===== src/hw/rtl/slpq_pkg.sv =====
// ----------------------------------------------------------------------------
// slpq_pkg
// shared types, codes and defaults for the sorted list priority queues
// ----------------------------------------------------------------------------
package slpq_pkg;

  localparam int unsigned NumQueueSetsDefault = 4;
  localparam int unsigned QueueDepthDefault   = 64;

  localparam int unsigned OpW    = 3;
  localparam int unsigned StatW  = 2;
  localparam int unsigned DataW  = 32;
  localparam int unsigned CapW   = 7;
  localparam int unsigned SelW   = 2;

  localparam logic [CapW-1:0] CapReset = 7'd64;

  localparam logic [OpW-1:0] OP_INSERT  = 3'd0;
  localparam logic [OpW-1:0] OP_PEEK    = 3'd1;
  localparam logic [OpW-1:0] OP_POP     = 3'd2;
  localparam logic [OpW-1:0] OP_EXTRACT = 3'd3;
  localparam logic [OpW-1:0] OP_SEARCH  = 3'd4;
  localparam logic [OpW-1:0] OP_CLEAR   = 3'd5;

  localparam logic [StatW-1:0] ST_OK   = 2'd0;
  localparam logic [StatW-1:0] ST_MISS = 2'd1;
  localparam logic [StatW-1:0] ST_FULL = 2'd2;

  // per-cycle command broadcast to every cell
  typedef struct packed {
    logic             ins;
    logic             pop;
    logic             ext;
    logic [DataW-1:0] key;
    logic [DataW-1:0] value;
  } cell_cmd_t;

  // compare flags handed from a cell to its right neighbour
  typedef struct packed {
    logic lt;
    logic le;
  } cell_flags_t;

endpackage


===== src/hw/rtl/slpq_cell.sv =====
// ----------------------------------------------------------------------------
// slpq_cell
// one slot position of every queue, with compare and shift to neighbours
// ----------------------------------------------------------------------------
module slpq_cell
  import slpq_pkg::*;
#(
  parameter int unsigned NUM_QUEUE_SETS = NumQueueSetsDefault,
  parameter int unsigned QUEUE_DEPTH    = QueueDepthDefault,
  parameter int unsigned IDX            = 0,
  localparam int unsigned QW = (NUM_QUEUE_SETS > 1) ? $clog2(NUM_QUEUE_SETS) : 1,
  localparam int unsigned CW = $clog2(QUEUE_DEPTH + 1)
) (
  input  logic             clk,
  input  logic [QW-1:0]    q,
  input  logic [CW-1:0]    n,
  input  cell_cmd_t        cmd,
  input  cell_flags_t      left_flags,
  input  logic [DataW-1:0] left_key,
  input  logic [DataW-1:0] left_value,
  input  logic [DataW-1:0] right_key,
  input  logic [DataW-1:0] right_value,
  output cell_flags_t      flags,
  output logic [DataW-1:0] own_key,
  output logic [DataW-1:0] own_value,
  output logic             sel
);

  logic [DataW-1:0] key_r [NUM_QUEUE_SETS];
  logic [DataW-1:0] val_r [NUM_QUEUE_SETS];
  logic             in_cnt;
  logic             we;
  logic [DataW-1:0] key_nxt;
  logic [DataW-1:0] val_nxt;

  assign own_key   = key_r[q];
  assign own_value = val_r[q];
  assign in_cnt    = CW'(IDX) < n;
  assign flags     = {in_cnt && (own_key < cmd.key), in_cnt && (own_key <= cmd.key)};
  assign sel       = in_cnt && !flags.lt && left_flags.lt && (own_key == cmd.key);

  always_comb begin
    we      = 1'b0;
    key_nxt = right_key;
    val_nxt = right_value;
    if (cmd.ins) begin
      we = !flags.le;
      if (left_flags.le) begin
        key_nxt = cmd.key;
        val_nxt = cmd.value;
      end else begin
        key_nxt = left_key;
        val_nxt = left_value;
      end
    end else if (cmd.pop) begin
      we = 1'b1;
    end else if (cmd.ext) begin
      we = !flags.lt;
    end
  end

  always_ff @(posedge clk) begin
    if (we) begin
      key_r[q] <= key_nxt;
      val_r[q] <= val_nxt;
    end
  end

endmodule


===== config.mk =====
export PLATFORM = sky130hd
export DESIGN_NAME = slpq_cell
export DESIGN_NICKNAME = d
export VERILOG_FILES = /design/src/hw/rtl/slpq_pkg.sv /design/src/hw/rtl/slpq_cell.sv
export SDC_FILE = /design/constraint.sdc
export NUM_CORES = 1
export LEC_CHECK = 0
export ABC_AREA = 1
export ABC_CLOCK_PERIOD_IN_PS = 6800
export BUFFER_PORTS_ARGS = -buffer_cell sky130_fd_sc_hd__buf_4
export CORE_MARGIN = 1.5
export CORE_UTILIZATION = 48
export CTS_CLUSTER_SIZE = 24
export DETAILED_ROUTE_END_ITERATION = 8
export PLACE_DENSITY = 0.73
export SLEW_MARGIN = 5
export SYNTH_ARGS = -nofsm -noshare
export SYNTH_HDL_FRONTEND = slang
export SYNTH_SLANG_ARGS = --single-unit

===== constraint.sdc =====
create_clock -name clk -period 6.8 [get_ports clk]
set_input_delay 1.36 -clock clk [delete_from_list [all_inputs] [get_ports clk]]
set_output_delay 1.36 -clock clk [all_outputs]
set_load 0.005 [all_outputs]

# Word level (Yosys, flattened, before mapping)
# Memory sizes are Yosys's and may differ from the RTL's.
# Index checks and enable logic that the tools add are counted.
word_totals:
  register_bits: 0
  latch_bits: 0
  ramBits: 256
  rom_bits: 0
  input_bits: 207
  out_inout_bits: 67
  elab_cells: 22
  n_memories: 2
classes:
  add_sub_neg: 0
  n_mul: 0
  div: 0
  n_lt_le_gt_ge: 3
  eq_ne: 1
  shift: 0
  muxes: 9
  bitwise: 0
  reduce_logical: 7
mem_list:
  columns: ["memory", "depth", "word_bits", "rd", "rd_clocked_by_memory_dff", "write_ports", "line_no", "rtl"]
  rows:
  - ["key_r", 4, 32, 1, 0, 1, "slpq_cell.sv:29", "logic [DataW-1:0] key_r [NUM_QUEUE_SETS];"]
  - ["val_r", 4, 32, 1, 0, 1, "slpq_cell.sv:30", "logic [DataW-1:0] val_r [NUM_QUEUE_SETS];"]
ops:
  columns: ["cell", "count"]
  rows:
  - ["two-way mux 32 bit", 4]
  - ["== test 32 bit", 1]
  - ["<= comparator 32 bit", 1]
  - ["< comparator 32 bit", 1]
  - ["< comparator 1 x 7 -> 1 bit (first input constant)", 1]
  - ["logical AND 1 bit", 5]
  - ["two-way mux 1 bit", 5]
  - ["logical NOT 1 bit", 2]

# Logic depth before layout (Yosys ltp)
# Gate-level depths: netlist of run 1.
# An unclocked memory read counts as a cell.
logic_depth:
  word_depth: 9
  ltp_mapped: 21
  mapped_depth_nobuf: 20

# Least setup slack after synthesis of run 1
# No wires, ideal clock.
synth_path:
  kind: "input to register"
  startpoint: "in q[1]"
  endpoint: "mem key_r[0][0] (enable)"
  setup_ns: 0.487
  arrival_ns: 5.706
  required_time_ns: 6.313
  path_slack_ns: 0.607
  stages: 17
  path_buffers: 2
  path_cell_list: "inv_1 > nor2_1 > buf_2 > buf_2 > a22oi_1 > nand2_1 > ha_1 > nand2_1 > nor2_2 > nand4_2 > nor2_4 > nand2_2 > nand3_2 > nand2_2 > nand2_2 > nand2_2 > nor2_1"
synth_lines:
  columns: ["element", "line_no", "rtl"]
  rows:
  - ["from (decl)", "slpq_cell.sv:15", "input logic [QW-1:0] q,"]
  - ["to (decl)", "slpq_cell.sv:29", null]

==> results, run 1 <==
- TritonCTS built the clock tree.
- In this run, placement finished with an instance count of 1494.
- The type of the tightest min-delay check is primary input to flop.
- The net switching power is 0.0008430 W.
- The post-synthesis xor/xnor area fraction is 0%.
- Before antenna repair, the detailed router went through 5 iterations.
- The run finished with clean final reports.
- During I/O placement, the number of pins put on the boundary was 274.
- The total count of hold-check failures in the final report came to 0.
- The tree is rooted in a clkbuf_16.
- The number of buffers added on ports is 273.
- The most numerous cell type found on the critical path is nand2_1.
- The multiplexer share of the synthesized area is 0%.
- The total area inside the core boundary comes to 22850 µm².
- The global-route congestion overflow total is 0.
- The number of setup buffers added after CTS is 0.
- The combinational share of power is 14.1%.
- Of all nets on the critical path, the largest fanout is 35.
- The critical path crosses 15 cells after its start point.
- The total count of max-transition violations in the final report is 0.
- For this design the static power due to leakage is 5.804 nW.
- The initial DRC count is 588.
- The simple-gate area share of the yosys netlist is 12.90%.
- The critical path in this run is classified as primary input to output port.
- No sink is reached through more buffers than the 3 on the longest clock path.
- The biggest area contributor in the post-synthesis netlist is edfxtp_1.
- The via count of the first global-routing pass is 8216.
- The worst clock skew is 23.66 ps.
- The area added between synthesis and finish is 27.69%.
- Counting I/O delays and the setup requirement, the final critical path takes 5096 ps.
- After floorplanning, the core was divided into 55 placement rows.
- The routed length on met2 is 13660 µm.
- By area the synthesized netlist is led by edfxtp_1 68%, nand2_1 8.2%, a22oi_1 7.2%, a31oi_1 3.5%, ha_1 3.5%.
- At the end of routability-driven placement, the weighted congestion stood at 0.7892.
- The number of vias in the routed layout is 8372.
- The max-slew headroom at the worst pin is 17.43%.
- The later-pin clock latency in the skew report is 520 ps.
- On the worst path, the slowest cell contributes a delay of 450 ps.
- The clock network is responsible for 33.7% of the overall power.
- The sequential share of power is 52.2%.
- The dominant combinational cell family by area after synthesis is simple AND/OR/NAND/NOR gates.
- The number of antenna violations at the first check in global routing is 0.
- Counting distinct cell types in the post-synthesis netlist gives 29.
- The total number of clock tree sinks is 256.
- Summed over all failing endpoints, the final setup total negative slack is 0 ps.
- The slowest stage of the critical path is the nor2_4 cell.
- The total global-route track usage is 22.90%.
- Buffers inserted during clock tree synthesis total 25.
- The met3 routed wirelength is 2360 µm.
- The area share of the largest cell type after synthesis is 68.01%.
- The worst hold slack is 1283 ps.
- The total routed wirelength is 28180 µm.
- After synthesis, flip-flops and latches occupy 68.01% of the total area.
- The final instance area is 14430 µm².
- The uppermost layer routed is met4.
- The maximum vdd drop is 0.1926 mV.
- The cell count after synthesis came out at 949.
- The synthesized-area fraction occupied by ao, oa, aoi and oai cells is 11.73%.
- The count of nets after finishing is 1447.
- The signal arrival time at the worst endpoint is 3740 ps.
- The worst-margin pin slew is 1237 ps.
- The number of hold buffers added after CTS is 0.
- The cell family contributing the most delay on the critical path is simple AND/OR/NAND/NOR gates.
- The number of cells on the worst reg-to-reg path is 14.
- The antenna violation net count after detailed routing is 0.
- Dividing the detail-routed via count by the number of cells gives 5.443.
- Counting flops and latches in the post-synthesis netlist gives 256.
- Walking the worst path, the cells encountered are buf_4 -> inv_1 -> nor2_4 -> buf_12 -> a22oi_1 -> nand2_1 -> ha_1 -> a21oi_1 -> o21ai_0 -> nand2_1 -> nand2_1 -> a21oi_2 -> nand3_2 -> inv_1 -> buf_4.
- For this run, the number of standard cells in the final layout without fillers is 1538.
- The total die area is 24480 µm².
- The number of fill cells in the layout is 1816.
- Net switching is 23.58% of the power.
- The synthesized-area fraction occupied by adder cells is 3.542%.
- Dividing the detail-routed wire length by the instance count gives 18.32 µm.
- The post-synth design cell area is 11300 µm².
- STA classifies the critical path startpoint as a primary input.
- The ratio of final minimum period to clock period is 74.95%.
- The worst setup path is captured at an output port.
- The top achievable clock speed is 196.2 MHz.
- Once the clock tree was built, the resizer swapped 0 gates to a different size.
- The instance area at placement is 13730 µm².
- For this configuration, the core starts out at a cell density of 49.47%.
- The yosys synthesis warning count is 0.
- After synthesis, the mean cell area works out to 11.91 µm².
- Setup repair after global routing left no endpoint under its margin.
- The sum of buffers and inverters on the critical path is 5.
- The first global-routing pass estimated 42920 µm of wire.
- The estimated wirelength of the detail-placed design is 18390 µm.
- The hold-critical path depth is 3.
- Dividing total power by cell area gives a power density of 247.7 nW/µm².
- Of the cells placed in the final design, the portion with a size suffix greater than 1 is 27.84%.
- The internal power of the cells totals 0.002732 W.
- Max-cap violations in this run came to 0.
- Synthesis produced a netlist with a net count of 1188.
- Measured along the y axis, the die boundary spans 156.5 µm.
- The antenna diode instance count is 0.
- Entering global routing, the biggest net connects 74 pins.
- The DRC violations left is 0.
- After detailed routing, the wire length on met1 is 11620 µm.
- The required time at the endpoint of the critical path is 5440 ps.
- CTS built an H-tree with a depth of 1.
- The count of final setup violators is 0.
- The die is 156.5 µm wide.
- The clock input transition at the sequential cells of the worst setup and hold paths is 60 ps.
-- synth_stat cells --
master	n
nor2_1	80
a31oi_1	64
nand4_2	1
and3_1	1
and2_1	1
buf_2	27
clkbuf_1	25
a21oi_2	1
a21oi_1	13
nor2_4	2
buf_4	1
inv_1	46
a22oi_1	109
nand4_1	3
nand2_1	247
a21o_1	1
buf_1	1
o21ai_0	1
inv_2	5
nor2_2	2
o21ai_1	1
nand3_2	2
o21a_1	1
nand2_2	5
o21a_2	1
nor3_1	1
ha_1	32
nand3_1	19
edfxtp_1	256
-- registers in the layout, indices dropped and copies added (netlist names) --
signal and count:
key_r 128, val_r 128
-- final timing paths --
path,slack [ps],endpoint,from
setup / recovery,1700,flags[1],q[1]
setup reg to reg,3420,val_r[2][12]$_DFFE_PP_,key_r[0][31]$_DFFE_PP_
hold reg to reg,1660,key_r[0][15]$_DFFE_PP_,key_r[1][1]$_DFFE_PP_
hold / removal,1280,key_r[3][24]$_DFFE_PP_,right_key[24]
-- metrics by stage --
step	setup WS [ps]	total power (W)	util, %
2_1_floorplan	607.5	0.002141	-
3_3_place_gp	1724	0.002395	60.09
3_5_place_dp	1714	0.002407	60.09
4_1_cts	1696	0.003596	63.18
5_1_grt	1536	0.003710	63.18
6_report	1704	0.003575	63.18
-- power by group through the flow --
stage / clock [W] / sequential, W / combinational (W)
finish: 0.00120 / 0.00187 / 0.000505
global route: 0.00128 / 0.00187 / 0.000559
CTS: 0.00122 / 0.00187 / 0.000510
detailed placement: 0 / 0.00190 / 0.000507
global placement: 0 / 0.00190 / 0.000499
floorplan: 0 / 0.00190 / 0.000241
-- worst register-to-register path, cell delays in order, from the launching register on --
cell      delay (ps)
edfxtp_1         350
a22oi_1          190
nand3_1          140
ha_1             330
nand2_1           80
nor2_2           150
nand2_1          150
nor2_4           190
nand2_2           80
nand3_2           80
nand2_2           60
nand2_2           60
nand2_2          140
nor2_4           640
buf_12           370
-- cell usage in the layout (no fill, tap or decap) --
| cell type | synthesis | layout |
|---|---|---|
| a21o_1 | 1 | 1 |
| a21oi_1 | 13 | 13 |
| a21oi_2 | 1 | 1 |
| a22oi_1 | 109 | 109 |
| a31oi_1 | 64 | 64 |
| and2_1 | 1 | 1 |
| and3_1 | 1 | 1 |
| buf_12 | 0 | 6 |
| buf_4 | 1 | 280 |
| clkbuf_1 | 25 | 3 |
| clkbuf_16 | 0 | 25 |
| clkinv_1 | 0 | 12 |
| clkinv_2 | 0 | 3 |
| clkinvlp_4 | 0 | 1 |
| edfxtp_1 | 256 | 256 |
| ha_1 | 32 | 32 |
| inv_1 | 46 | 46 |
| inv_2 | 5 | 5 |
| nand2_1 | 247 | 247 |
| nand2_2 | 5 | 5 |
| nand3_1 | 19 | 19 |
| nand3_2 | 2 | 2 |
| nand4_1 | 3 | 3 |
| nand4_2 | 1 | 1 |
| nor2_1 | 80 | 73 |
| nor2_2 | 2 | 2 |
| nor2_4 | 2 | 9 |
| nor3_1 | 1 | 1 |
| o21a_1 | 1 | 1 |
| o21a_2 | 1 | 1 |
| o21ai_0 | 1 | 1 |
| o21ai_1 | 1 | 1 |
-- kinds of logic (layout without fill, tap and decap cells) --
group                      after synthesis  in the layout
adders and majority gates               32             32
DFF                                    256            256
and+or+nand+nor                        364            364
buffers and inverters                  105            381
AOI/OAI and AO/OA                      192            192
-- layer usage --
layer / vias to the layer above / GRT usage, %
li1: 3987 / -
met1: 4011 / 29.34
met2: 340 / 40.08
met3: 34 / 4.320
met4: 0 / 5.896
met5: - / 0
-- final cells by class --
class | count | area [µm²] | share of cell area (%)
Multi-Input combinational cell | 588 | 3237 | 22.43
Inverter | 51 | 191.4 | 1.326
Timing Repair Buffer | 286 | 2222 | 15.40
Clock inverter | 16 | 67.56 | 0.4681
Clock buffer | 28 | 636.9 | 4.412
Sequential cell | 256 | 7687 | 53.26
Tap cell | 313 | 391.6 | 2.713
Note: power is estimated with default switching activity, not from simulation.
==> run 2: changes to the inputs <==
--- a/config.mk
+++ b/config.mk
@@ -6,7 +6,7 @@
 export NUM_CORES = 1
 export LEC_CHECK = 0
 export ABC_AREA = 1
-export ABC_CLOCK_PERIOD_IN_PS = 6800
+export ABC_CLOCK_PERIOD_IN_PS = 5200
 export BUFFER_PORTS_ARGS = -buffer_cell sky130_fd_sc_hd__buf_4
 export CORE_MARGIN = 1.5
 export CORE_UTILIZATION = 48
==> constraint.sdc (replaced) <==
create_clock -name clk -period 5.2 [get_ports clk]
set_input_delay 1.04 -clock clk [delete_from_list [all_inputs] [get_ports clk]]
set_output_delay 1.04 -clock clk [all_outputs]
set_load 0.005 [all_outputs]
==> run 2 against run 1 <==
Against the previous run: worst hold slack worse by 330 ps; critical path type unchanged; clock skew barely moved; sequential power increased by 30%; critical path depth is the same; critical endpoint is now flags[0]; die area did not move; worst setup slack lost 1000 ps; core utilization increased by 0.45 points; total power rose by 34%.
==> results, run 2 (synthesized netlist as in run 1, its figures left out) <==
- The flow ran to the end, and the final reports show no timing, DRC or antenna violations.
- The instance area at placement came to 13770 µm² (+0.29%).
- The total count of hold-check failures in the final report is 0 (unchanged).
- The share of final-layout standard cells stronger than drive strength 1 is 28.71% (+0.87 points).
- The via count of the first global-routing pass was 8071 (-1.8%).
- The worst hold slack came to 955.8 ps (-327.7 ps).
- The largest fanout on the critical path was 23 (-34%).
- The switching part of the total power came to 23.04% (-0.55 points).
- The reg-to-reg critical path startpoint is key_r[0][31]$_DFFE_PP_.
- The top-level port count is 274 (unchanged).
- In the layout the commonest cells are 288 x buf_4, 256 x edfxtp_1, 247 x nand2_1, 109 x a22oi_1, 73 x nor2_1.
- The global placer's final weighted congestion came to 0.7910 (+0.23%).
- The count of cells along the worst register-to-register path came to 14 (unchanged).
- The maximum vdd drop is 0.2028 mV (+5.3%).
- The estimated wirelength of the detail-placed design is 18010 µm (-2.1%).
- The number of search-and-repair iterations in the first detailed-routing pass is 5 (unchanged).
- The top achievable clock speed is 220.9 MHz.
- The final worst setup slack came to 672.3 ps (-1031 ps).
- The end point of the worst hold path is key_r[3][3]$_DFFE_PP_.
- The total die area was 24480 µm² (unchanged).
- In this run the worst hold path is classified as primary input to flop.
- The number of buffers added on ports came to 273 (unchanged).
- The critical path goes through buf_4 -> inv_1 -> nor2_4 -> buf_4 -> a22oi_1 -> nand2_1 -> ha_1 -> nand2_1 -> nor2_1 -> nand2_1 -> inv_1 -> a21oi_2 -> nand3_2 -> nand2_2 -> buf_4.
- The clock input transition at the sequential cells of the worst setup and hold paths is 60 ps (about the same).
- The max-slew headroom at the worst pin is 24.59% (+7.2 points).
- The nature of the critical path endpoint is an output port.
- The antenna diode instance count came to 0 (unchanged).
- The required time at the endpoint of the critical path came to 4160 ps (-1280 ps).
- The delay of the slowest cell on the worst path came to 520 ps (+70 ps).
- The initial DRC count was 517 (-12%).
- The hold-critical path depth is 3 (unchanged).
- The global-route congestion overflow total is 0 (unchanged).
- The largest net degree at the start of global routing is 92 (+24%).
- The total negative setup slack came to 0 ps (unchanged).
- The reg-to-reg setup timing slack is 2260 ps (-1160 ps).
- In this run the most critical hold path is launched from right_key[3].
- The initial core utilization is 49.47% (unchanged).
- The floorplan die width is 156.5 µm (unchanged).
- The antenna violation net count after detailed routing is 0 (unchanged).
- The area added between synthesis and finish is 28.60%.
- The average wire per cell in the routed design is 17.71 µm (-3.3%).
- The core area is 22850 µm² (unchanged).
- The sum of buffers and inverters on the critical path was 5 (unchanged).
- The signal arrival time at the worst endpoint is 3490 ps (-250 ps).
- The type of element launching the critical path is a primary input.
- The worst-margin pin slew is 1131 ps (-105.6 ps).
- The number of vias in the routed layout is 8291 (-0.97%).
- The global-route wire length before repair is 41540 µm (-3.2%).
- The clock period minus worst slack is 4528 ps.
- In this run the critical register-to-register path is captured at val_r[1][29]$_DFFE_PP_.
- The worst setup slack after placement came to 636.9 ps (-1078 ps).
- The total global-route track usage is 22.06% (-0.84 points).
- The combinational share of power is 13.7% (-0.4 points).
- The maximum count of clock buffers along a single path is 3 (unchanged).
- The via-per-instance ratio is 5.363 (-1.5%).
- The site row count is 55 (unchanged).
- The worst clock skew is 23.63 ps (-0.03180 ps).
- The commonest non-fill, non-tap cell in the layout is buf_4.
- The ratio of final minimum period to clock period is 87.07%.
- The later-pin clock latency in the skew report came to 520 ps (about the same).
- The total number of clock tree sinks is 256 (unchanged).
- The count of final setup violators is 0 (unchanged).
- The critical path is of the primary input to output port type.
- The number of buffers added for setup after CTS is 0 (unchanged).
- On the critical path the largest part of the delay comes from simple AND/OR/NAND/NOR gates.
- The total routed wirelength is 27380 µm (-2.8%).
- The total CTS buffers is 25 (unchanged).
- The clock group share of total power is 35.2% (+1.5 points).
- The number of antenna violations at the first check in global routing is 0 (unchanged).
- The count of nets after finishing was 1454 (+0.48%).
- The final instance area is 14540 µm² (+0.71%).
- The total count of max-transition violations in the final report is 0 (unchanged).
- The DRC violations left is 0 (unchanged).
- The sequential share of power was 51.0% (-1.2 points).
- The final cell count without fillers is 1546 (+0.52%).
- The library cell used as clock root buffer is clkbuf_16.
- The net switching power is 0.001101 W (+31%).
- The cell total after placement was 1501 (+0.47%).
- The internal power is 0.003680 W (+35%).
- Setup repair after global routing left no endpoint under its margin.
- The number of maximum-capacitance constraint violations is 0 (unchanged).
- The post-cts sizing count is 0 (unchanged).
- The slowest stage of the critical path belongs to the cell nor2_4.
- The TritonCTS clock tree is built.
- The largest registers in the layout are key_r x128, val_r x128.
- The vertical extent of the die is 156.5 µm (unchanged).
- The cell leakage power came to 5.878 nW (+1.3%).
- The number of hold buffers added after CTS came to 0 (unchanged).
- The maximum level of the CTS H-tree came to 1 (unchanged).
- The power density over the cells is 328.9 nW/µm² (+33%).
[run 2: cell count changes in the layout (fill, tap and decap cells not counted), sizes merged]
cell / delta
bufinv: +2
clkinvlp: -1
buf: +7
[run 2: power by group through the flow]
stage	clock network (W)	logic, W	registers [W]
6_report	0.00169	0.000656	0.00244
5_1_grt	0.00180	0.000725	0.00245
4_1_cts	0.00171	0.000664	0.00244
3_5_place_dp	0	0.000662	0.00248
3_3_place_gp	0	0.000652	0.00248
2_1_floorplan	0	0.000315	0.00248
[run 2: stage by stage]
step	utilization (%)	power, W
floorplan	-	0.002799
global placement	60.27	0.003131
detailed placement	60.27	0.003145
CTS	63.63	0.004817
global route	63.63	0.004968
finish	63.63	0.004781
[run 2: layout make-up]
type,instances,area [µm²]
inverter,51,191.4
timing repair buffer,293,2262
sequential,256,7687
multi-input combinational,588,3237
tap,313,391.6
fill,1797,8310
clock inverter,17,130.1
clock buffer,28,636.9
[run 2: worst register-to-register path, stage by stage (launching register included)]
cell      delay (ps)
edfxtp_1         350
a22oi_1          180
nand3_1          130
ha_1             320
nand2_1           80
nor2_2           170
nand2_1          130
nor2_4           170
nand2_2           80
nand3_2           90
nand2_2           60
nand2_2           60
nand2_2          170
nor2_4           150
buf_4            400
[run 2: routing by layer]
metal,vias up,track usage [%],share of wire (%)
met3,43,3.628,6.7
li1,3996,-,-
met2,287,39.34,51
met5,-,0,0
met4,0,5.488,1.8
met1,3965,28.08,41
[run 2: how the worst max path moves through the flow]
stage / start / to / slack [ps] / cells after the start
after floorplan: q[1] / key_r[1][0]$_DFFE_PP_ / -670 / 17
after global placement: q[0] / flags[0] / 700 / 17
after detailed placement: q[0] / flags[0] / 640 / 17
after CTS: q[0] / flags[0] / 640 / 17
after global routing: q[1] / flags[0] / 450 / 15
final: q[1] / flags[0] / 670 / 15
